==> src/sv/sbsm_pkg.sv <==
// Shared types and constants of the serial bank switch mapper.
`timescale 1ns / 1ps

package sbsm_pkg;

    // Configuration register indexes.
    localparam logic [1:0] CFG_CHR_IS_RAM        = 2'd0;
    localparam logic [1:0] CFG_PRG_RAM_OVER_8K   = 2'd1;
    localparam logic [1:0] CFG_PRG_BANKING_FIXED = 2'd2;

    // Serial register targets, address bits 14:13.
    localparam logic [1:0] TGT_CONTROL = 2'd0;
    localparam logic [1:0] TGT_CHR0    = 2'd1;
    localparam logic [1:0] TGT_CHR1    = 2'd2;
    localparam logic [1:0] TGT_PRG     = 2'd3;

    localparam logic [1:0] PRG_MODE_DEFAULT = 2'd3;
    localparam logic [2:0] SHIFT_LAST       = 3'd4;
    localparam logic [2:0] RAM_AREA         = 3'b011;

    typedef struct packed {
        logic [4:0]  prg_bank_low;
        logic [4:0]  prg_bank_high;
        logic [4:0]  chr_bank_low;
        logic [4:0]  chr_bank_high;
        logic [1:0]  mirroring;
        logic        prg_ram_enabled;
        logic [1:0]  prg_ram_bank;
        logic        sram_write;
        logic [12:0] sram_offset;
        logic [7:0]  sram_data;
    } t_result;

endpackage

==> src/sv/sbsm_core.sv <==
// Mapper state, configuration registers and next-state logic for one CPU write.
`timescale 1ns / 1ps

module sbsm_core (
    input  logic              i_clk,
    input  logic              i_rst_n,
    input  logic              i_cfg_we,
    input  logic [1:0]        i_cfg_index,
    input  logic              i_cfg_data,
    input  logic              i_accept,
    input  logic [15:0]       i_address,
    input  logic [7:0]        i_write_data,
    input  logic [31:0]       i_cpu_cycle,
    output sbsm_pkg::t_result o_result
);
    import sbsm_pkg::*;

    // PRG windows for a mode, a 4-bit bank and the 256K half.
    function automatic logic [9:0] prg_map(input logic [1:0] mode, input logic [3:0] bank,
                                           input logic upper);
        logic [4:0] off;
        logic [4:0] sum;
        logic [4:0] even;
        off  = {upper, 4'b0000};
        sum  = {1'b0, bank} + off;
        even = {sum[4:1], 1'b0};
        case (mode)
            2'd0, 2'd1: prg_map = {even, even | 5'd1};
            2'd2:       prg_map = {off, sum};
            default:    prg_map = {sum, upper, 4'hF};
        endcase
    endfunction

    logic        r_chr_is_ram, r_prg_ram_over_8k, r_prg_banking_fixed;
    logic [4:0]  r_shift, n_shift;
    logic [2:0]  r_count, n_count;
    logic [31:0] r_last, n_last;
    logic [1:0]  r_prg_mode, n_prg_mode;
    logic        r_chr_mode, n_chr_mode;
    logic        r_ram_en, n_ram_en;
    logic [3:0]  r_prg_reg, n_prg_reg;
    logic [4:0]  r_chr_reg0, n_chr_reg0;
    logic [4:0]  r_chr_reg1, n_chr_reg1;
    logic        r_upper, n_upper;
    logic [4:0]  r_prg_win0, n_prg_win0, r_prg_win1, n_prg_win1;
    logic [4:0]  r_chr_win0, n_chr_win0, r_chr_win1, n_chr_win1;
    logic [1:0]  r_ram_bank, n_ram_bank;
    logic [1:0]  r_mirror, n_mirror;

    always_comb begin
        logic       ram_area;
        logic       reg_write;
        logic       do_all, do_chr, do_prg, slot;
        logic [4:0] shifted, bank, cb0, cb1;
        logic       upper_f;
        logic [9:0] pw;

        n_shift    = r_shift;
        n_count    = r_count;
        n_last     = r_last;
        n_prg_mode = r_prg_mode;
        n_chr_mode = r_chr_mode;
        n_ram_en   = r_ram_en;
        n_prg_reg  = r_prg_reg;
        n_chr_reg0 = r_chr_reg0;
        n_chr_reg1 = r_chr_reg1;
        n_upper    = r_upper;
        n_prg_win0 = r_prg_win0;
        n_prg_win1 = r_prg_win1;
        n_chr_win0 = r_chr_win0;
        n_chr_win1 = r_chr_win1;
        n_ram_bank = r_ram_bank;
        n_mirror   = r_mirror;

        o_result.sram_write  = 1'b0;
        o_result.sram_offset = '0;
        o_result.sram_data   = '0;

        ram_area  = (i_address[15:13] == RAM_AREA);
        reg_write = i_address[15] && ((r_last + 32'd1) != i_cpu_cycle);
        do_all    = 1'b0;
        do_chr    = 1'b0;
        do_prg    = 1'b0;
        slot      = 1'b0;
        bank      = '0;
        cb0       = '0;
        cb1       = '0;
        upper_f   = r_upper;
        pw        = '0;
        shifted   = r_shift | ({4'b0000, i_write_data[0]} << r_count);

        if (i_accept) begin
            if (ram_area) begin
                if (r_ram_en) begin
                    o_result.sram_write  = 1'b1;
                    o_result.sram_offset = i_address[12:0];
                    o_result.sram_data   = i_write_data;
                end
            end else if (reg_write) begin
                n_last = i_cpu_cycle;
                if (i_write_data[7]) begin
                    n_shift    = '0;
                    n_count    = '0;
                    n_prg_mode = PRG_MODE_DEFAULT;
                    n_chr_mode = 1'b0;
                    n_ram_en   = 1'b1;
                    n_ram_bank = '0;
                    do_all     = 1'b1;
                end else if (r_count == SHIFT_LAST) begin
                    n_shift = '0;
                    n_count = '0;
                    case (i_address[14:13])
                        TGT_CONTROL: begin
                            n_prg_mode = shifted[3:2];
                            n_chr_mode = shifted[4];
                            n_mirror   = shifted[1:0];
                            do_all     = 1'b1;
                        end
                        TGT_CHR0: begin
                            n_chr_reg0 = shifted;
                            do_chr     = 1'b1;
                            bank       = shifted;
                        end
                        TGT_CHR1: begin
                            n_chr_reg1 = shifted;
                            do_chr     = 1'b1;
                            slot       = 1'b1;
                            bank       = shifted;
                        end
                        default: begin
                            n_ram_en  = !shifted[4];
                            n_prg_reg = shifted[3:0];
                            do_prg    = 1'b1;
                        end
                    endcase
                end else begin
                    n_shift = shifted;
                    n_count = r_count + 3'd1;
                end
            end
        end

        // Re-apply the windows (PRG unless fixed); CHR1 sets 256K half and RAM bank.
        if (do_all) begin
            upper_f = r_chr_is_ram ? n_chr_reg1[4] : r_upper;
            n_upper = upper_f;
            if (r_chr_is_ram && r_prg_ram_over_8k) begin
                n_ram_bank = n_chr_reg1[3:2];
            end
            if (!r_prg_banking_fixed) begin
                pw         = prg_map(n_prg_mode, n_prg_reg, upper_f);
                n_prg_win0 = pw[9:5];
                n_prg_win1 = pw[4:0];
            end
            cb0 = r_chr_is_ram ? {4'b0000, n_chr_reg0[0]} : n_chr_reg0;
            cb1 = r_chr_is_ram ? {4'b0000, n_chr_reg1[0]} : n_chr_reg1;
            if (n_chr_mode) begin
                n_chr_win0 = cb0;
                n_chr_win1 = cb1;
            end else begin
                n_chr_win0 = {cb0[4:1], 1'b0};
                n_chr_win1 = {cb0[4:1], 1'b1};
            end
        end

        // Single CHR register write; the PRG windows move only if the 256K half flips.
        if (do_chr) begin
            cb0 = bank;
            if (r_chr_is_ram) begin
                if (bank[4] != r_upper) begin
                    n_upper = bank[4];
                    if (!r_prg_banking_fixed) begin
                        pw         = prg_map(r_prg_mode, r_prg_reg, bank[4]);
                        n_prg_win0 = pw[9:5];
                        n_prg_win1 = pw[4:0];
                    end
                end
                if (r_prg_ram_over_8k) begin
                    n_ram_bank = bank[3:2];
                end
                cb0 = {4'b0000, bank[0]};
            end
            if (r_chr_mode) begin
                if (slot) begin
                    n_chr_win1 = cb0;
                end else begin
                    n_chr_win0 = cb0;
                end
            end else if (!slot) begin
                n_chr_win0 = {cb0[4:1], 1'b0};
                n_chr_win1 = {cb0[4:1], 1'b1};
            end
        end

        if (do_prg && !r_prg_banking_fixed) begin
            pw         = prg_map(r_prg_mode, n_prg_reg, r_upper);
            n_prg_win0 = pw[9:5];
            n_prg_win1 = pw[4:0];
        end

        o_result.prg_bank_low    = n_prg_win0;
        o_result.prg_bank_high   = n_prg_win1;
        o_result.chr_bank_low    = n_chr_win0;
        o_result.chr_bank_high   = n_chr_win1;
        o_result.mirroring       = n_mirror;
        o_result.prg_ram_enabled = n_ram_en;
        o_result.prg_ram_bank    = n_ram_bank;
    end

    always_ff @(posedge i_clk) begin
        if (!i_rst_n) begin
            r_chr_is_ram        <= 1'b0;
            r_prg_ram_over_8k   <= 1'b0;
            r_prg_banking_fixed <= 1'b0;
            r_shift    <= '0;
            r_count    <= '0;
            r_last     <= '0;
            r_prg_mode <= PRG_MODE_DEFAULT;
            r_chr_mode <= 1'b0;
            r_ram_en   <= 1'b1;
            r_prg_reg  <= '0;
            r_chr_reg0 <= '0;
            r_chr_reg1 <= '0;
            r_upper    <= 1'b0;
            r_prg_win0 <= 5'd0;
            r_prg_win1 <= 5'd15;
            r_chr_win0 <= 5'd0;
            r_chr_win1 <= 5'd1;
            r_ram_bank <= '0;
            r_mirror   <= '0;
        end else begin
            if (i_cfg_we) begin
                case (i_cfg_index)
                    CFG_CHR_IS_RAM:        r_chr_is_ram        <= i_cfg_data;
                    CFG_PRG_RAM_OVER_8K:   r_prg_ram_over_8k   <= i_cfg_data;
                    CFG_PRG_BANKING_FIXED: r_prg_banking_fixed <= i_cfg_data;
                    default: ;
                endcase
            end
            r_shift    <= n_shift;
            r_count    <= n_count;
            r_last     <= n_last;
            r_prg_mode <= n_prg_mode;
            r_chr_mode <= n_chr_mode;
            r_ram_en   <= n_ram_en;
            r_prg_reg  <= n_prg_reg;
            r_chr_reg0 <= n_chr_reg0;
            r_chr_reg1 <= n_chr_reg1;
            r_upper    <= n_upper;
            r_prg_win0 <= n_prg_win0;
            r_prg_win1 <= n_prg_win1;
            r_chr_win0 <= n_chr_win0;
            r_chr_win1 <= n_chr_win1;
            r_ram_bank <= n_ram_bank;
            r_mirror   <= n_mirror;
        end
    end

endmodule

==> src/sv/serial_bank_switch_mapper_unit.sv <==
// Serial bank switch mapper: CPU write in, bank windows and PRG RAM strobe out, one
// result per accepted transaction. A write is decoded, shifted in and applied to the
// window registers in the cycle it is accepted, and its result is registered, so the
// block takes one transaction per clock while o_stall is low. A two-entry output
// stage (result register plus skid register) lets input keep flowing while a result
// waits; o_stall rises only when both entries hold results. Configuration is written
// through a plain write port and takes effect on the next transaction.
`timescale 1ns / 1ps

module serial_bank_switch_mapper_unit (
    input  logic        i_clk,
    input  logic        i_rst_n,
    input  logic        i_cfg_we,
    input  logic [1:0]  i_cfg_index,
    input  logic        i_cfg_data,
    input  logic        i_valid,
    output logic        o_stall,
    input  logic [15:0] i_address,
    input  logic [7:0]  i_write_data,
    input  logic [31:0] i_cpu_cycle,
    output logic        o_valid,
    input  logic        i_stall,
    output logic [4:0]  o_prg_bank_low,
    output logic [4:0]  o_prg_bank_high,
    output logic [4:0]  o_chr_bank_low,
    output logic [4:0]  o_chr_bank_high,
    output logic [1:0]  o_mirroring,
    output logic        o_prg_ram_enabled,
    output logic [1:0]  o_prg_ram_bank,
    output logic        o_sram_write,
    output logic [12:0] o_sram_offset,
    output logic [7:0]  o_sram_data
);
    import sbsm_pkg::*;

    t_result w_result;
    t_result r_out, r_skid;
    logic    r_out_valid, r_skid_valid;
    logic    w_accept, w_take;

    assign w_accept = i_valid && !r_skid_valid;
    assign w_take   = r_out_valid && !i_stall;

    sbsm_core u_core (
        .i_clk        (i_clk),
        .i_rst_n      (i_rst_n),
        .i_cfg_we     (i_cfg_we),
        .i_cfg_index  (i_cfg_index),
        .i_cfg_data   (i_cfg_data),
        .i_accept     (w_accept),
        .i_address    (i_address),
        .i_write_data (i_write_data),
        .i_cpu_cycle  (i_cpu_cycle),
        .o_result     (w_result)
    );

    always_ff @(posedge i_clk) begin
        if (!i_rst_n) begin
            r_out_valid  <= 1'b0;
            r_skid_valid <= 1'b0;
        end else if (!r_out_valid || w_take) begin
            // Output register free: drain the skid first, else load the new transaction.
            if (r_skid_valid) begin
                r_out_valid  <= 1'b1;
                r_skid_valid <= 1'b0;
            end else begin
                r_out_valid <= w_accept;
            end
        end else if (w_accept) begin
            r_skid_valid <= 1'b1;
        end
    end

    always_ff @(posedge i_clk) begin
        if (!r_out_valid || w_take) begin
            r_out <= r_skid_valid ? r_skid : w_result;
        end else if (w_accept) begin
            r_skid <= w_result;
        end
    end

    assign o_stall           = r_skid_valid;
    assign o_valid           = r_out_valid;
    assign o_prg_bank_low    = r_out.prg_bank_low;
    assign o_prg_bank_high   = r_out.prg_bank_high;
    assign o_chr_bank_low    = r_out.chr_bank_low;
    assign o_chr_bank_high   = r_out.chr_bank_high;
    assign o_mirroring       = r_out.mirroring;
    assign o_prg_ram_enabled = r_out.prg_ram_enabled;
    assign o_prg_ram_bank    = r_out.prg_ram_bank;
    assign o_sram_write      = r_out.sram_write;
    assign o_sram_offset     = r_out.sram_offset;
    assign o_sram_data       = r_out.sram_data;

endmodule

==> config.mk <==
export PLATFORM = sky130hd
export DESIGN_NAME = serial_bank_switch_mapper_unit
export DESIGN_NICKNAME = d
export VERILOG_FILES = /design/src/sv/sbsm_pkg.sv /design/src/sv/sbsm_core.sv /design/src/sv/serial_bank_switch_mapper_unit.sv
export SDC_FILE = /design/constraint.sdc
export NUM_CORES = 1
export LEC_CHECK = 0
export BUFFER_PORTS_ARGS = -buffer_cell sky130_fd_sc_hd__buf_4
export CORE_ASPECT_RATIO = 1.4
export CORE_MARGIN = 5
export CORE_UTILIZATION = 59
export DETAILED_ROUTE_END_ITERATION = 10
export GPL_ROUTABILITY_DRIVEN = 0
export GPL_TIMING_DRIVEN = 0
export PLACE_DENSITY = 0.81
export SYNTH_ARGS = -nofsm -noshare
export SYNTH_HDL_FRONTEND = slang
export SYNTH_HIERARCHICAL = 1
export SYNTH_SLANG_ARGS = --single-unit
==> constraint.sdc <==
create_clock -name i_clk -period 5.12 [get_ports i_clk]
set_input_delay 0.512 -clock i_clk [delete_from_list [all_inputs] [get_ports i_clk]]
set_output_delay 0.512 -clock i_clk [all_outputs]
set_load 0.02 [all_outputs]
==> impl_metrics.yaml, run 1 <==
finish:
  post-route-util: 0.700
  final_cell_mix: "buf_4 (117), nand2_1 (110), edfxtp_1 (94)"
  insertedDiodeCount: 0
  syn2layout_area_growth_pct: 18.0
  layout_commonest_cell: "buf_4"
  drive_gt1_frac: 0.244
  regMostFlops: "r_skid"
  layout.nets: 1151
  largest_reg_flops: 47
  n_fill_cell: 1216
  final_area_um2: 11200
timing:
  final.setup_skew_ps: 11.9
  hold_viol_final: 0
  max_clock_freq_mhz: 211
  slew_headroom: 0.243
  rsz0062_at_grt: "false"
  worst_slew_pin_slew_ps: 1130
  layout_setup_ws_ps: 386
  setup_tns_ps: 0
  setup_violations: 0
  drv_slew: 0
  fin_crit_sh: 0.925
  period_minus_slack_ps: 4730
placement:
  place_area_um2: 10600
  port_buffers: 112
  dpl_worst_slack_ps: 505
  dp_hpwl_mm: 18.6
global_routing:
  overflow: 0
  grt_pass1_wl_mm: 40.6
  antenna_found_initial: 0
  grt_pass1_vias: 7974
  grt_start_max_net_pins: 29
  grt.total_usage: 0.267
clock_network:
  post_cts_buffers: 0
  clock-sinks: 182
  h-tree-depth: 4
  numCtsBuffers: 17
  hold_buffers: 0
  clock_path_buffers: 2
  clk_pin_slew_ps: 70
  cts_resized: 0
  root_buffer: "clkbuf_16"
  clkLatencyLatePin_ps: 440
  cts_tree: "built"
routing:
  drc: 0
  drt_iter0_markers: 705
  routed.top_layer: "met4"
  wl_met3_mm: 1.93
  wl_per_cell_um: 19.9
  route.met2.wl_mm: 12.8
  num_vias: 8142
  wl_met1_mm: 9.38
  drt-pass1-iter-count: 8
  antenna_left: 0
  viasPerCell: 6.30
  wl_mm: 25.7
setup_path:
  r2r-start: "u_core/r_last[0]"
  cp-start-kind: "flop"
  cp.buffers_inverters: 2
  critPathRequiredTime_ps: 5310
  crit_family: "compound AO/OA/AOI/OAI gates"
  cpMaxStageDelayCell: "a2111oi_0"
  ff2ff_setup_slack_ps: 390
  critPathMaxFanout: 10
  crit_start: "u_core/r_last[0]"
  path_class: "flop to flop"
  worstPathCellList: "ha_1 > and3_1 > clkbuf_1 > a41o_1 > o221ai_1 > a2111oi_0 > o2111ai_1 > nor2_1 > buf_2 > nand4b_1 > o211a_1 > a21oi_1 > a31oi_1 > mux2_2"
  cpPeakStageDelay_ps: 540
  endpoint_kind: "flop"
  cp.arrival_ps: 4920
logic_synthesis:
  synth_cell_types: 82
  synth_seq_cells: 182
  synth_area_um2: 9510
  synthArstFlopShare: 0
  ys_warn_count: 6
  ys.flop_type: "edfxtp_1"
  syn_avg_cell_area_um2: 10.0
  synth_nets: 1018
  ys_seq_area_frac: 0.482
  synth-edff-count: 94
  synthCells: 947
pwr:
  p_leak_nw: 4.21
  cellPowerDensity_nw_per_um2: 285
  peakVddDrop_mv: 0.242
die:
  placementRows: 55
  fp.coreArea_um2: 16000
  start_util: 0.593
  die_height_um: 160
  pin_count: 113
  dieWidth_um: 117
  dieArea_um2: 18800
outcome:
  status: "finished clean"
min_path:
  min_path_type: "input port to flop"
  hold_start: "i_cfg_data"
flow_run:
  maxCapViolations: 0
power breakdown:
part / total (W) / switching (W) / internal, W
logic: 0.000332 / 0.000196 / 0.000136
registers: 0.00159 / 0.0000247 / 0.00157
clock network: 0.00128 / 0.000627 / 0.000653
total: 0.00320 / 0.000847 / 0.00236
worst paths after layout:
check	to	depth (start not counted)
worst min register to register	u_core/r_last[31]	2
worst max register to register	o_prg_bank_high[1]	14
worst min-delay path	u_core/r_prg_banking_fixed	3
worst max-delay path	o_prg_bank_high[1]	14
cell type report:
| type | instances | area (µm²) | share of cell area |
|---|---|---|---|
| clock buffers | 18 | 429 | 0.0382 |
| well taps | 199 | 249 | 0.0222 |
| repair buffers | 114 | 881 | 0.0785 |
| multi-input cells | 692 | 4560 | 0.406 |
| inverters | 19 | 71.3 | 0.00635 |
| clock inverters | 14 | 153 | 0.0136 |
| plain buffers | 54 | 297 | 0.0264 |
| flip-flops and latches | 182 | 4580 | 0.408 |
tightest hold or removal path, cell delays in order:
cell	delay, ps
buf_4	90
a21oi_1	50
nor2_1	70
logic make-up (layout without fill, tap and decap cells):
| kind of cell | Yosys count | count (layout) | share of synthesized area |
|---|---|---|---|
| simple gates | 364 | 364 | 0.197 |
| compound gates | 207 | 207 | 0.152 |
| flops | 182 | 182 | 0.482 |
| buf+inv | 73 | 219 | 0.0387 |
| mux | 67 | 67 | 0.0780 |
| xor+xnor | 47 | 47 | 0.0433 |
| fa+ha+maj | 7 | 7 | 0.00921 |
per-layer routing:
metal / vias up / global-route usage
li1: 3770 / -
met1: 3803 / 0.297
met2: 444 / 0.468
met3: 125 / 0.0514
met4: 0 / 0.163
met5: - / 0
Yosys cell counts (4+ instances only):
cell type | instances | area [µm²]
a211oi_1 | 15 | 113
a21oi_1 | 66 | 330
a22o_1 | 4 | 35.0
a22oi_1 | 7 | 52.6
a31oi_1 | 13 | 81.3
a32oi_1 | 11 | 96.3
and2_1 | 40 | 250
and3_1 | 14 | 87.6
and4_1 | 6 | 52.6
buf_2 | 12 | 60.1
buf_4 | 5 | 37.5
buf_6 | 8 | 90.1
clkbuf_1 | 28 | 105
dfxtp_1 | 88 | 1760
edfxtp_1 | 94 | 2820
ha_1 | 7 | 87.6
inv_1 | 18 | 67.6
mux2_2 | 57 | 642
mux2i_1 | 10 | 100
nand2_1 | 111 | 417
nand2b_1 | 5 | 31.3
nand3_1 | 26 | 130
nand4_1 | 21 | 131
nor2_1 | 71 | 267
nor2b_1 | 5 | 31.3
nor3_1 | 13 | 65.1
nor3b_1 | 4 | 30.0
nor4_1 | 9 | 56.3
nor4b_1 | 5 | 43.8
o2111ai_1 | 5 | 43.8
o211ai_1 | 5 | 37.5
o21ai_0 | 22 | 110
o22ai_1 | 4 | 25.0
o32ai_1 | 4 | 35.0
or2_2 | 9 | 56.3
or3_1 | 6 | 37.5
xnor2_1 | 35 | 307
xor2_1 | 12 | 105
stage by stage:
| step | hold WS, ps | total power, W | cells |
|---|---|---|---|
| final | 326 | 0.00320 | 1292 |
| after global routing | 336 | 0.00331 | 1292 |
| after CTS | 313 | 0.00321 | 1292 |
| after detailed placement | 469 | 0.00195 | 1260 |
| after global placement | 455 | 0.00194 | 1258 |
| after floorplan | 448 | 0.00181 | 947 |
No activity file was read; power rests on OpenSTA's default activity.
==> inputs of run 2 (changes only) <==
- CELL_PAD_IN_SITES_DETAIL_PLACEMENT: unset -> 1
- CELL_PAD_IN_SITES_GLOBAL_PLACEMENT: unset -> 1
- CORE_UTILIZATION: 59 -> 46
- CTS_CLUSTER_SIZE: unset -> 12
- PLACE_DENSITY: 0.81 -> unset
- PLACE_DENSITY_LB_ADDON: unset -> 0.1
==> run 2 against run 1 <==
Die area rose by 26%. Highest routed layer unchanged. Critical path type unchanged. Power rose by 5.3%. Critical path depth did not move. Sequential power barely moved. Largest power group unchanged.
==> impl_metrics.yaml, run 2 (synthesis results as in run 1) <==
setup_path:
  r2r-start: "u_core/r_last[0]"
  endpoint_kind: "flop"
  ff2ff_setup_slack_ps: 340
  crit_family: "compound AO/OA/AOI/OAI gates"
  cp.depth: 14
  cp.arrival_ps: 4970
  cp-start-kind: "flop"
  cpPeakStageDelay_ps: 570
  path_class: "flop to flop"
  r2r_cells: 14
  crit_start: "u_core/r_last[0]"
  critPathRequiredTime_ps: 5310
  worstSetupEndpoint: "o_prg_bank_high[1]"
  r2r-end: "o_prg_bank_high[1]"
  critPathMaxFanout: 10
  cpMaxStageDelayCell: "a2111oi_0"
  worstPathCellList: "ha_1 > and3_1 > clkbuf_1 > a41o_1 > o221ai_1 > a2111oi_0 > o2111ai_1 > nor2_2 > buf_2 > nand4b_1 > o211a_1 > a21oi_1 > a31oi_1 > mux2_2"
  cp.buffers_inverters: 2
die:
  fp.coreArea_um2: 20500
  placementRows: 62
  die_height_um: 180
  pin_count: 113
  start_util: 0.464
  dieWidth_um: 132
  dieArea_um2: 23700
global_routing:
  grt_pass1_wl_mm: 47.1
  antenna_found_initial: 0
  grt.total_usage: 0.251
  grt_pass1_vias: 8580
  overflow: 0
  grt_start_max_net_pins: 29
routing:
  drt_iter0_markers: 310
  route.met2.wl_mm: 16.8
  viasPerCell: 5.95
  drc: 0
  routed.top_layer: "met4"
  num_vias: 8025
  wl_met3_mm: 1.22
  antenna_left: 0
  wl_mm: 30.3
  wl_met1_mm: 10.9
  wl_per_cell_um: 22.5
  drt-pass1-iter-count: 4
timing:
  rsz0062_at_grt: "false"
  setup_tns_ps: 0
  worst_slew_pin_slew_ps: 1360
  fin_crit_sh: 0.933
  slew_headroom: 0.0907
  final.setup_skew_ps: 9.26
  setup_violations: 0
  period_minus_slack_ps: 4780
  drv_slew: 0
  max_clock_freq_mhz: 209
  hold_viol_final: 0
clock_network:
  root_buffer: "clkbuf_16"
  cts_tree: "built"
  clock-sinks: 182
  hold_buffers: 0
  clock_path_buffers: 2
  clkLatencyLatePin_ps: 450
  numCtsBuffers: 17
  clk_pin_slew_ps: 70
  h-tree-depth: 4
pwr:
  cellPowerDensity_nw_per_um2: 297
  fin_total_pwr_w: 0.00337
  p_leak_nw: 4.24
  peakVddDrop_mv: 0.224
placement:
  dp_hpwl_mm: 22.7
  place_area_um2: 10700
  port_buffers: 112
min_path:
  min_path_type: "input port to flop"
  hold_depth: 3
finish:
  regMostFlops: "r_skid"
  syn2layout_area_growth_pct: 19.5
  final_cell_mix: "buf_4 (117), nand2_1 (110), edfxtp_1 (94)"
  layout.nets: 1151
  layout_commonest_cell: "buf_4"
  insertedDiodeCount: 0
  final_area_um2: 11400
  drive_gt1_frac: 0.244
  largest_reg_flops: 47
outcome:
  status: "finished clean"
flow_run:
  maxCapViolations: 0
## run 2: power breakdown
group	leakage (nW)	switching, W	internal, W
sequential	1.68	0.0000257	0.00157
combinational	2.25	0.000208	0.000137
clock	0.310	0.000593	0.000843
## run 2: layout make-up
cell class / instances / area [µm²]
sequential: 182 / 4580
timing repair buffer: 114 / 888
clock buffer: 20 / 447
multi-input combinational: 692 / 4560
inverter: 19 / 71.3
clock inverter: 12 / 190
fill: 2329 / 9120
buffer: 54 / 297
tap: 256 / 320
## run 2: per-stage QoR
| stage | util | hold slack, ps | setup WS, ps | std cells |
|---|---|---|---|---|
| floorplan | - | 448 | 1310 | 947 |
| global placement | 0.521 | 456 | 322 | 1315 |
| detailed placement | 0.524 | 467 | 356 | 1317 |
| CTS | 0.555 | 308 | 270 | 1349 |
| global route | 0.555 | 318 | 60.3 | 1349 |
| finish | 0.555 | 322 | 343 | 1349 |
## run 2: what timing repair did
item | 4_1_cts | 5_1_grt
setup buffers | 0 | 0
resized for setup | 0 | 1
setup endpoints to repair | 0 | 5
## run 2: how the worst min path moves through the flow
stage,start,endpoint,slack [ps]
2_1_floorplan,u_core/r_last[31],u_core/r_last[31],450
4_1_cts,i_cpu_cycle[1],u_core/r_last[1],310
6_report,i_cpu_cycle[1],u_core/r_last[1],320
3_3_place_gp,u_core/r_last[31],u_core/r_last[31],460
5_1_grt,i_cpu_cycle[18],u_core/r_last[18],320
3_5_place_dp,u_core/r_last[31],u_core/r_last[31],470
## run 2: layer usage
metal | track usage | up-vias
met1 | 0.250 | 3959
met3 | 0.0439 | 75
met2 | 0.489 | 234
met4 | 0.128 | 0
li1 | - | 3757
met5 | 0 | -
## run 2: worst register-to-register path, delay by kind of cell, from the launching register on
kind                       cells  cell delay, ps
AOI/OAI and AO/OA              7            2090
buffers and inverters          2             630
and+or+nand+nor                3             740
adders and majority gates      1             330
muxes                          1             310
DFF                            1             430
